`config.mk`:
```
export PLATFORM = sky130hd
export DESIGN_NAME = servo_status_packet_parser
export DESIGN_NICKNAME = d
export VERILOG_FILES = /design/src/sspp_pkg.sv /design/src/sspp_ctrl.sv /design/src/sspp_dp.sv /design/src/servo_status_packet_parser.sv
export SDC_FILE = /design/constraint.sdc
export NUM_CORES = 1
export LEC_CHECK = 0
export ABC_AREA = 1
export BUFFER_PORTS_ARGS = -buffer_cell sky130_fd_sc_hd__buf_2
export CAP_MARGIN = 5
export CORE_UTILIZATION = 40
export CTS_CLUSTER_DIAMETER = 60
export DETAILED_ROUTE_END_ITERATION = 8
export GPL_ROUTABILITY_DRIVEN = 0
export SLEW_MARGIN = 10
export SYNTH_ARGS = -nofsm -noshare
export SYNTH_HDL_FRONTEND = slang
export SYNTH_HIERARCHICAL = 1
export SYNTH_SLANG_ARGS = --single-unit
```
`constraint.sdc`:
```
create_clock -name clk_i -period 3.7 [get_ports clk_i]
set_input_delay 0 -clock clk_i [delete_from_list [all_inputs] [get_ports clk_i]]
set_output_delay 0 -clock clk_i [all_outputs]
set_load 0.1 [all_outputs]
```
`src/sspp_pkg.sv`:
```
// ----------------------------------------------------------------------------
// sspp_pkg
// types and codes shared by the status packet parser
// ----------------------------------------------------------------------------
package sspp_pkg;

  // input command codes
  localparam logic [1:0] CMD_START = 2'd0;
  localparam logic [1:0] CMD_BYTE  = 2'd1;
  localparam logic [1:0] CMD_TICK  = 2'd2;

  // result status codes
  localparam logic [2:0] ST_OK           = 3'd0;
  localparam logic [2:0] ST_HDR_TIMEOUT  = 3'd1;
  localparam logic [2:0] ST_TOO_LONG     = 3'd2;
  localparam logic [2:0] ST_BODY_TIMEOUT = 3'd3;
  localparam logic [2:0] ST_CHECKSUM     = 3'd4;
  localparam logic [2:0] ST_ID_MISMATCH  = 3'd5;
  localparam logic [2:0] ST_SERVO_ERROR  = 3'd6;

  localparam logic [15:0] WAIT_LIMIT_RESET = 16'd1000;
  localparam logic [7:0]  HEADER_BYTES     = 8'd2;

  typedef enum logic [2:0] {
    PH_IDLE = 3'd0,
    PH_HEAD = 3'd1,
    PH_ID   = 3'd2,
    PH_LEN  = 3'd3,
    PH_ERR  = 3'd4,
    PH_PAR  = 3'd5,
    PH_CHK  = 3'd6
  } phase_e;

  typedef enum logic [1:0] {
    CS_IDLE = 2'd0,
    CS_READ = 2'd1,
    CS_SEND = 2'd2
  } ctrl_state_e;

  typedef struct packed {
    logic [1:0] command;
    logic [7:0] expected_id;
    logic [7:0] rx_byte;
  } in_item_t;

  typedef struct packed {
    logic [2:0] status;
    logic [7:0] servo_id;
    logic [7:0] error_flags;
    logic [7:0] param_byte;
    logic [3:0] param_index;
    logic       param_valid;
    logic       last;
  } out_item_t;

  // controller to datapath
  typedef struct packed {
    logic step;  // apply the request on the input port
    logic rd;    // read the next stored parameter into the output register
  } dp_cmd_t;

  // datapath to controller
  typedef struct packed {
    logic single;  // request ends with one result
    logic run;     // request starts a run of parameters
    logic last;    // result in the output register closes the run
  } dp_sts_t;

endpackage

```
`src/sspp_ctrl.sv`:
```
// ----------------------------------------------------------------------------
// sspp_ctrl
// handshake controller: takes requests, sequences result reads and delivery
// ----------------------------------------------------------------------------
module sspp_ctrl (
  input  logic             clk_i,
  input  logic             rst_ni,
  input  logic             in_valid_i,
  output logic             in_stall_o,
  output logic             out_valid_o,
  input  logic             out_stall_i,
  input  sspp_pkg::dp_sts_t sts_i,
  output sspp_pkg::dp_cmd_t cmd_o
);
  import sspp_pkg::*;

  ctrl_state_e state_q, state_d;

  always_ff @(posedge clk_i or negedge rst_ni) begin
    if (!rst_ni) begin
      state_q <= CS_IDLE;
    end else begin
      state_q <= state_d;
    end
  end

  always_comb begin
    state_d     = state_q;
    in_stall_o  = 1'b1;
    out_valid_o = 1'b0;
    cmd_o       = '0;
    case (state_q)
      CS_IDLE: begin
        in_stall_o = 1'b0;
        if (in_valid_i) begin
          cmd_o.step = 1'b1;
          if (sts_i.single) begin
            state_d = CS_SEND;
          end else if (sts_i.run) begin
            state_d = CS_READ;
          end
        end
      end
      CS_READ: begin
        cmd_o.rd = 1'b1;
        state_d  = CS_SEND;
      end
      CS_SEND: begin
        out_valid_o = 1'b1;
        if (!out_stall_i) begin
          state_d = sts_i.last ? CS_IDLE : CS_READ;
        end
      end
      default: begin
        state_d = CS_IDLE;
      end
    endcase
  end

endmodule

```
`src/sspp_dp.sv`:
```
// ----------------------------------------------------------------------------
// sspp_dp
// parse datapath: packet fields, checksum, wait counter, parameter store
// ----------------------------------------------------------------------------
module sspp_dp #(
  parameter int MAX_LENGTH = 16
) (
  input  logic               clk_i,
  input  logic               rst_ni,
  input  logic               cfg_we_i,
  input  logic [15:0]        cfg_wait_limit_i,
  input  sspp_pkg::in_item_t  in_data_i,
  input  sspp_pkg::dp_cmd_t   cmd_i,
  output sspp_pkg::dp_sts_t   sts_o,
  output sspp_pkg::out_item_t out_data_o
);
  import sspp_pkg::*;

  localparam int StoreDepth = MAX_LENGTH - 2;
  localparam int AddrW      = (StoreDepth > 1) ? $clog2(StoreDepth) : 1;
  localparam int CntW       = $clog2(MAX_LENGTH);
  localparam logic [7:0] MaxLen = 8'(MAX_LENGTH);

  logic [15:0]     wait_limit_q;
  phase_e          phase_q, phase_d;
  logic [7:0]      want_id_q, want_id_d;
  logic [7:0]      got_id_q, got_id_d;
  logic [7:0]      pkt_length_q, pkt_length_d;
  logic [7:0]      servo_error_q, servo_error_d;
  logic [7:0]      sum_q, sum_d;
  logic [CntW-1:0] pcnt_q, pcnt_d;
  logic [15:0]     wait_q, wait_d;
  logic [1:0]      hdr_q, hdr_d;
  logic [CntW-1:0] emit_idx_q;
  logic [CntW-1:0] run_len_q;
  logic [7:0]      store_q [StoreDepth];
  out_item_t       out_q;

  logic [7:0]      rx;
  logic [7:0]      expected;
  logic [16:0]     tick_sum;
  logic [CntW-1:0] pcnt_inc;
  logic            res_single;
  logic            res_run;
  logic [2:0]      fail_status;
  logic            store_we;

  assign rx       = in_data_i.rx_byte;
  assign tick_sum = {1'b0, wait_q} + 17'd1;
  assign pcnt_inc = pcnt_q + 1'b1;
  // parameters that follow the current length byte
  assign expected     = (pkt_length_q >= HEADER_BYTES) ? pkt_length_q - HEADER_BYTES : 8'd0;

  always_comb begin
    phase_d       = phase_q;
    want_id_d     = want_id_q;
    got_id_d      = got_id_q;
    pkt_length_d  = pkt_length_q;
    servo_error_d = servo_error_q;
    sum_d         = sum_q;
    pcnt_d        = pcnt_q;
    wait_d        = wait_q;
    hdr_d         = hdr_q;
    res_single    = 1'b0;
    res_run       = 1'b0;
    fail_status   = ST_OK;
    store_we      = 1'b0;
    case (in_data_i.command)
      CMD_START: begin
        want_id_d     = in_data_i.expected_id;
        got_id_d      = '0;
        pkt_length_d  = '0;
        servo_error_d = '0;
        sum_d         = '0;
        pcnt_d        = '0;
        wait_d        = '0;
        hdr_d         = '0;
        phase_d       = PH_HEAD;
      end
      CMD_TICK: begin
        if (phase_q != PH_IDLE) begin
          if (tick_sum > {1'b0, wait_limit_q}) begin
            res_single  = 1'b1;
            fail_status = (phase_q == PH_HEAD || phase_q == PH_ID || phase_q == PH_LEN)
                          ? ST_HDR_TIMEOUT : ST_BODY_TIMEOUT;
            phase_d     = PH_IDLE;
          end else begin
            wait_d = tick_sum[15:0];
          end
        end
      end
      CMD_BYTE: begin
        case (phase_q)
          PH_HEAD: begin
            hdr_d = hdr_q + 2'd1;
            if ({6'd0, hdr_d} >= HEADER_BYTES) begin
              phase_d = PH_ID;
            end
          end
          PH_ID: begin
            got_id_d = rx;
            sum_d    = rx;
            phase_d  = PH_LEN;
          end
          PH_LEN: begin
            pkt_length_d = rx;
            if (rx > MaxLen) begin
              res_single  = 1'b1;
              fail_status = ST_TOO_LONG;
              phase_d     = PH_IDLE;
            end else begin
              sum_d   = sum_q + rx;
              wait_d  = '0;
              phase_d = PH_ERR;
            end
          end
          PH_ERR: begin
            servo_error_d = rx;
            sum_d         = sum_q + rx;
            phase_d       = (expected == 8'd0) ? PH_CHK : PH_PAR;
          end
          PH_PAR: begin
            store_we = 1'b1;
            sum_d    = sum_q + rx;
            pcnt_d   = pcnt_inc;
            if (8'(pcnt_inc) >= expected) begin
              phase_d = PH_CHK;
            end
          end
          PH_CHK: begin
            phase_d    = PH_IDLE;
            res_single = 1'b1;
            if (~sum_q != rx) begin
              fail_status = ST_CHECKSUM;
            end else if (got_id_q != want_id_q) begin
              fail_status = ST_ID_MISMATCH;
            end else if (servo_error_q != 8'd0) begin
              fail_status = ST_SERVO_ERROR;
            end else if (pcnt_q != '0) begin
              res_single = 1'b0;
              res_run    = 1'b1;
            end
          end
          default: begin
          end
        endcase
      end
      default: begin
      end
    endcase
  end

  always_ff @(posedge clk_i or negedge rst_ni) begin
    if (!rst_ni) begin
      wait_limit_q <= WAIT_LIMIT_RESET;
    end else if (cfg_we_i) begin
      wait_limit_q <= cfg_wait_limit_i;
    end
  end

  always_ff @(posedge clk_i or negedge rst_ni) begin
    if (!rst_ni) begin
      phase_q       <= PH_IDLE;
      want_id_q     <= '0;
      got_id_q      <= '0;
      pkt_length_q  <= '0;
      servo_error_q <= '0;
      sum_q         <= '0;
      pcnt_q        <= '0;
      wait_q        <= '0;
      hdr_q         <= '0;
      emit_idx_q    <= '0;
      run_len_q     <= '0;
    end else begin
      if (cmd_i.step) begin
        phase_q       <= phase_d;
        want_id_q     <= want_id_d;
        got_id_q      <= got_id_d;
        pkt_length_q  <= pkt_length_d;
        servo_error_q <= servo_error_d;
        sum_q         <= sum_d;
        pcnt_q        <= pcnt_d;
        wait_q        <= wait_d;
        hdr_q         <= hdr_d;
        if (res_run) begin
          emit_idx_q <= '0;
          run_len_q  <= pcnt_q;
        end
      end else if (cmd_i.rd) begin
        emit_idx_q <= emit_idx_q + 1'b1;
      end
    end
  end

  // parameter store, one write port and one registered read port
  always_ff @(posedge clk_i) begin
    if (cmd_i.step && store_we) begin
      store_q[pcnt_q[AddrW-1:0]] <= rx;
    end
  end

  always_ff @(posedge clk_i) begin
    if (cmd_i.step && res_single) begin
      out_q.status      <= fail_status;
      out_q.servo_id    <= got_id_q;
      out_q.error_flags <= servo_error_q;
      out_q.param_byte  <= '0;
      out_q.param_index <= '0;
      out_q.param_valid <= 1'b0;
      out_q.last        <= 1'b1;
    end else if (cmd_i.rd) begin
      out_q.status      <= ST_OK;
      out_q.servo_id    <= got_id_q;
      out_q.error_flags <= servo_error_q;
      out_q.param_byte  <= store_q[emit_idx_q[AddrW-1:0]];
      out_q.param_index <= 4'(emit_idx_q);
      out_q.param_valid <= 1'b1;
      out_q.last        <= ((emit_idx_q + 1'b1) == run_len_q);
    end
  end

  assign sts_o.single = res_single;
  assign sts_o.run    = res_run;
  assign sts_o.last   = out_q.last;
  assign out_data_o   = out_q;

endmodule

```
`src/servo_status_packet_parser.sv`:
```
// ----------------------------------------------------------------------------
// servo_status_packet_parser
// parses one serial servo status packet per start request and reports it
// ----------------------------------------------------------------------------
// usage
// - input channel (in_valid_i / in_stall_o / in_data_i) carries requests:
//   start with the expected servo id, one received byte, or one wait tick
// - a request is taken at a clock edge with in_valid_i high and
//   in_stall_o low
// - output channel (out_valid_o / out_stall_i / out_data_o) carries results
// - a failure or an empty packet gives one result in the cycle after the
//   request; a good packet gives one result per parameter, each read from
//   the store into the output register and then held there while
//   out_stall_i is high
// - the parser holds in_stall_o high until the last result is taken;
//   a stalled result stays in the output register unchanged
// - cfg channel writes wait_limit (ready is always high); write it only
//   while the parser is idle
// - reset clears the controller and the parse state; wait_limit returns
//   to 1000 and the parameter store is left as is
// ----------------------------------------------------------------------------
module servo_status_packet_parser #(
  parameter int MAX_LENGTH = 16
) (
  input  logic                clk_i,
  input  logic                rst_ni,
  // request channel
  input  logic                in_valid_i,
  output logic                in_stall_o,
  input  sspp_pkg::in_item_t  in_data_i,
  // result channel
  output logic                out_valid_o,
  input  logic                out_stall_i,
  output sspp_pkg::out_item_t out_data_o,
  // wait limit write
  input  logic                cfg_valid_i,
  output logic                cfg_ready_o,
  input  logic [15:0]         cfg_wait_limit_i
);
  import sspp_pkg::*;

  dp_cmd_t cmd;
  dp_sts_t sts;

  // register is always writable
  assign cfg_ready_o = 1'b1;

  // handshake controller
  sspp_ctrl u_ctrl (
    .clk_i       (clk_i),
    .rst_ni      (rst_ni),
    .in_valid_i  (in_valid_i),
    .in_stall_o  (in_stall_o),
    .out_valid_o (out_valid_o),
    .out_stall_i (out_stall_i),
    .sts_i       (sts),
    .cmd_o       (cmd)
  );

  // parse datapath with the parameter store
  sspp_dp #(
    .MAX_LENGTH (MAX_LENGTH)
  ) u_dp (
    .clk_i            (clk_i),
    .rst_ni           (rst_ni),
    .cfg_we_i         (cfg_valid_i & cfg_ready_o),
    .cfg_wait_limit_i (cfg_wait_limit_i),
    .in_data_i        (in_data_i),
    .cmd_i            (cmd),
    .sts_o            (sts),
    .out_data_o       (out_data_o)
  );

endmodule

```
==> results_dict.tcl <==
set metrics [dict create \
    clk_latency_ns 0.55 \
    max_freq_ghz 0.2985 \
    rsz0062_at_grt "false" \
    syn2layout_area_growth_pct 20.49 \
    final.setup_skew_ns 0.01592 \
    drt-initial-drc-count 605 \
    cts_num_sinks 236 \
    start_util_pct 41.06 \
    syn_inst 1246 \
    end_kind "flip-flop" \
    crit_fanout 19 \
    synth_compound_area_share_pct 10.77 \
    crit_arrival_ns 3.58 \
    whs_ns 0.01886 \
    root_buffer "clkbuf_16" \
    drv_slew 0 \
    min_period_ns 3.350 \
    io_pins 75 \
    h-tree-depth 1 \
    wl_per_cell_um 15.80 \
    tritoncts "done" \
    die_y_um 171.8 \
    finalHoldViolations 0 \
    worstMarginPinSlew_ns 0.8873 \
    yosys_warnings 6 \
    post_synth_num_cell_types 50 \
    routed_wl_mm 28.21 \
    ys_ff_latch 236 \
    fin_setup_tns_ns 0 \
    nNetsFinal 1464 \
    path_clk_slew_ns 0.06 \
    synthFlopType "edfxtp_1" \
    diodes 0 \
    portBuffers 73 \
    leakage_nw 6.053 \
    track_usage_pct 19.63 \
    synth_top_area_share_pct 34.11 \
    synth_top_family_by_area "simple AND/OR/NAND/NOR gates" \
    vias 8948 \
    drive_gt1_share_pct 12.94 \
    cap_violations 0 \
    grt_overflow_total 0 \
    async_flop_share_pct 38.56 \
    worst_slew_margin_rel_pct 40.45 \
    setup_viol 0 \
    rows 61 \
    core_area_um2 28090 \
    cts_max_path_buffers 3 \
    grt_max_degree 66 \
    post_cts_buffers 0 \
    start_kind "flip-flop" \
    synth_top_area_cell "edfxtp_1" \
    synth_xor_area_share_pct 2.354 \
    synth_edf_count 131 \
    criticalPathCategory "reg2reg" \
    avgSynthCellArea_um2 9.256 \
    antenna_left 0 \
    seq_area_frac_synth_pct 56.35 \
    grt_pass1_vias 8768 \
    required_ns 3.93 \
    fin_crit_sh_pct 90.53 \
    cts_made_buffers 27 \
    muxShareOfSynthArea_pct 0.9547 \
    die-width_um 171.8 \
    power.density_nw_per_um2 607.1 \
    synthSimpleGateAreaFrac_pct 18.56 \
    drc 0 \
    antenna_found_initial 0 \
    vdd_drop_max_mv 0.3489 \
    syn_nets 1324 \
    grt_pass1_wl_mm 45.22 \
    synth.cell_area_um2 11530 \
    hpwl_mm 18.57 \
    synthAdderAreaFrac_pct 4.296 \
    drt_pass1_iterations 4 \
    dieArea_um2 29520 \
    via_per_inst 5.013 \
    status "finished, final reports clean" \
    hold_path_class "in2reg" \
    ys_top_cells_by_area "edfxtp_1, dfrtp_1, nand2_1" \
]
-- layer usage --
layer	wire length, µm	global-route usage, %	part of all wire (%)
met1	12840	25.61	46
met2	13590	34.20	48
met3	1209	2.600	4.3
met4	573	5.117	2.0
met5	0	0	0
-- power breakdown --
part,switching (W),total (W),internal [W]
Sequential,0.000204,0.00320,0.00300
Clock,0.00110,0.00276,0.00165
Combinational,0.00177,0.00248,0.000704
Total,0.00308,0.00844,0.00536
-- synth_stat cells (all sizes together), types with 2 or more instances --
cell type    n
nand2      278
o21ai      163
inv        138
nor2       136
edfxtp     131
dfrtp       85
nand3       54
ha          38
clkbuf      34
nand4       23
xor2        23
a21oi       21
buf         17
nor3        15
dfxtp       14
o22ai       14
o221ai      12
mux2         8
xnor2        8
dfstp        6
a21boi       3
clkinv       3
o211ai       3
o21a         3
mux2i        2
nor4         2
o31ai        2
or2          2
-- state kept, by name, indices dropped and copies added, names as in the netlist --
register and count:
u_ctrl/state_q 2, u_dp/emit_idx_q 4, u_dp/got_id_q 8, u_dp/hdr_q 2, u_dp/out_data_o 33, u_dp/pcnt_q 4, u_dp/phase_q 3, u_dp/pkt_length_q 8
u_dp/run_len_q 4, u_dp/servo_error_q 8, u_dp/store_q 112, u_dp/sum_q 8, u_dp/wait_limit_q 16, u_dp/wait_q 16, u_dp/want_id_q 8
-- cells in the final DEF (no fill, tap or decap), types with 6 or more instances in the layout --
cell	synthesis	layout
nand2_1	275	274
o21ai_0	157	157
edfxtp_1	131	131
inv_1	129	129
nor2_1	130	129
dfrtp_1	85	85
buf_2	7	72
dlygate4sd3_1	0	64
nand3_1	52	52
ha_1	38	38
clkbuf_16	0	27
buf_4	5	24
xor2_1	23	23
nand4_1	22	22
a21oi_1	20	20
nor3_1	15	15
o22ai_1	14	14
dfxtp_1	14	14
o221ai_1	12	12
inv_2	9	9
xnor2_1	8	8
mux2_2	8	8
clkinv_1	3	7
nor2_2	5	6
dfstp_2	6	6
-- worst paths after layout --
kind                                       from                    to  slack, ns  cells past startpoint
min reg2reg                u_dp/pkt_length_q[2]  u_dp/pkt_length_q[2]       0.49                      2
min                                in_data_i[3]   u_dp/store_q[10][3]       0.02                      2
max reg2reg                      u_dp/wait_q[0]   u_dp/out_data_o[25]       0.35                     18
max                              u_dp/wait_q[0]   u_dp/out_data_o[25]       0.35                     18
max in group asynchronous                rst_ni  u_dp/wait_limit_q[3]       2.62                      3
min in group asynchronous                rst_ni     u_dp/want_id_q[4]       0.12                      2
-- logic make-up after synthesis --
group	count (synthesis)
adder cells (fa/ha/maj)	39
AND/OR/NAND/NOR	511
XOR/XNOR	31
AO/OA/AOI/OAI	226
other	1
buffers and inverters	192
multiplexers	10
flip-flops	236
-- worst max-delay path, cell delays in order, from the launching register on --
cell and delay [ns]:
dfrtp_1 0.39, ha_1 0.20, nand2_1 0.05, nor2_1 0.12, nand3_1 0.15, nor4_1 0.28, xor2_1 0.17, inv_1 0.07
ha_1 0.27, nand2_1 0.07, nor2_1 0.15, a21boi_0 0.22, nor2_1 0.08, nand2_2 0.12, nand4_4 0.14, nand2_4 0.14
nand3_4 0.07, nand2_1 0.11, buf_6 0.22
-- area by class of cell --
class | count | area, µm²
inverters | 141 | 529.3
well taps | 378 | 473.0
fillers | 2628 | 14190
flip-flops and latches | 236 | 6499
clock inverters | 19 | 222.7
clock buffers | 31 | 700.7
multi-input cells | 818 | 4269
repair buffers | 162 | 1204
-- through the flow --
stage	utilization, %	total power (W)	cell area [µm²]	instances	setup WS (ns)
floorplan	-	0.005068	11530	1246	0.2307
detailed placement	43.87	0.005671	12320	1671	0.2712
global route	49.48	0.008861	13900	1785	0.03171
global placement	43.87	0.005634	12320	1671	0.3756
finish	49.48	0.008437	13900	1785	0.3504
CTS	49.44	0.008492	13890	1785	0.2587
-- what timing repair did --
action	4_1_cts	5_1_grt
hold endpoints to repair	177	0
resized for setup	0	4
hold buffers	64	0
setup endpoints to repair	0	24
(Power assumes the default switching activity.)
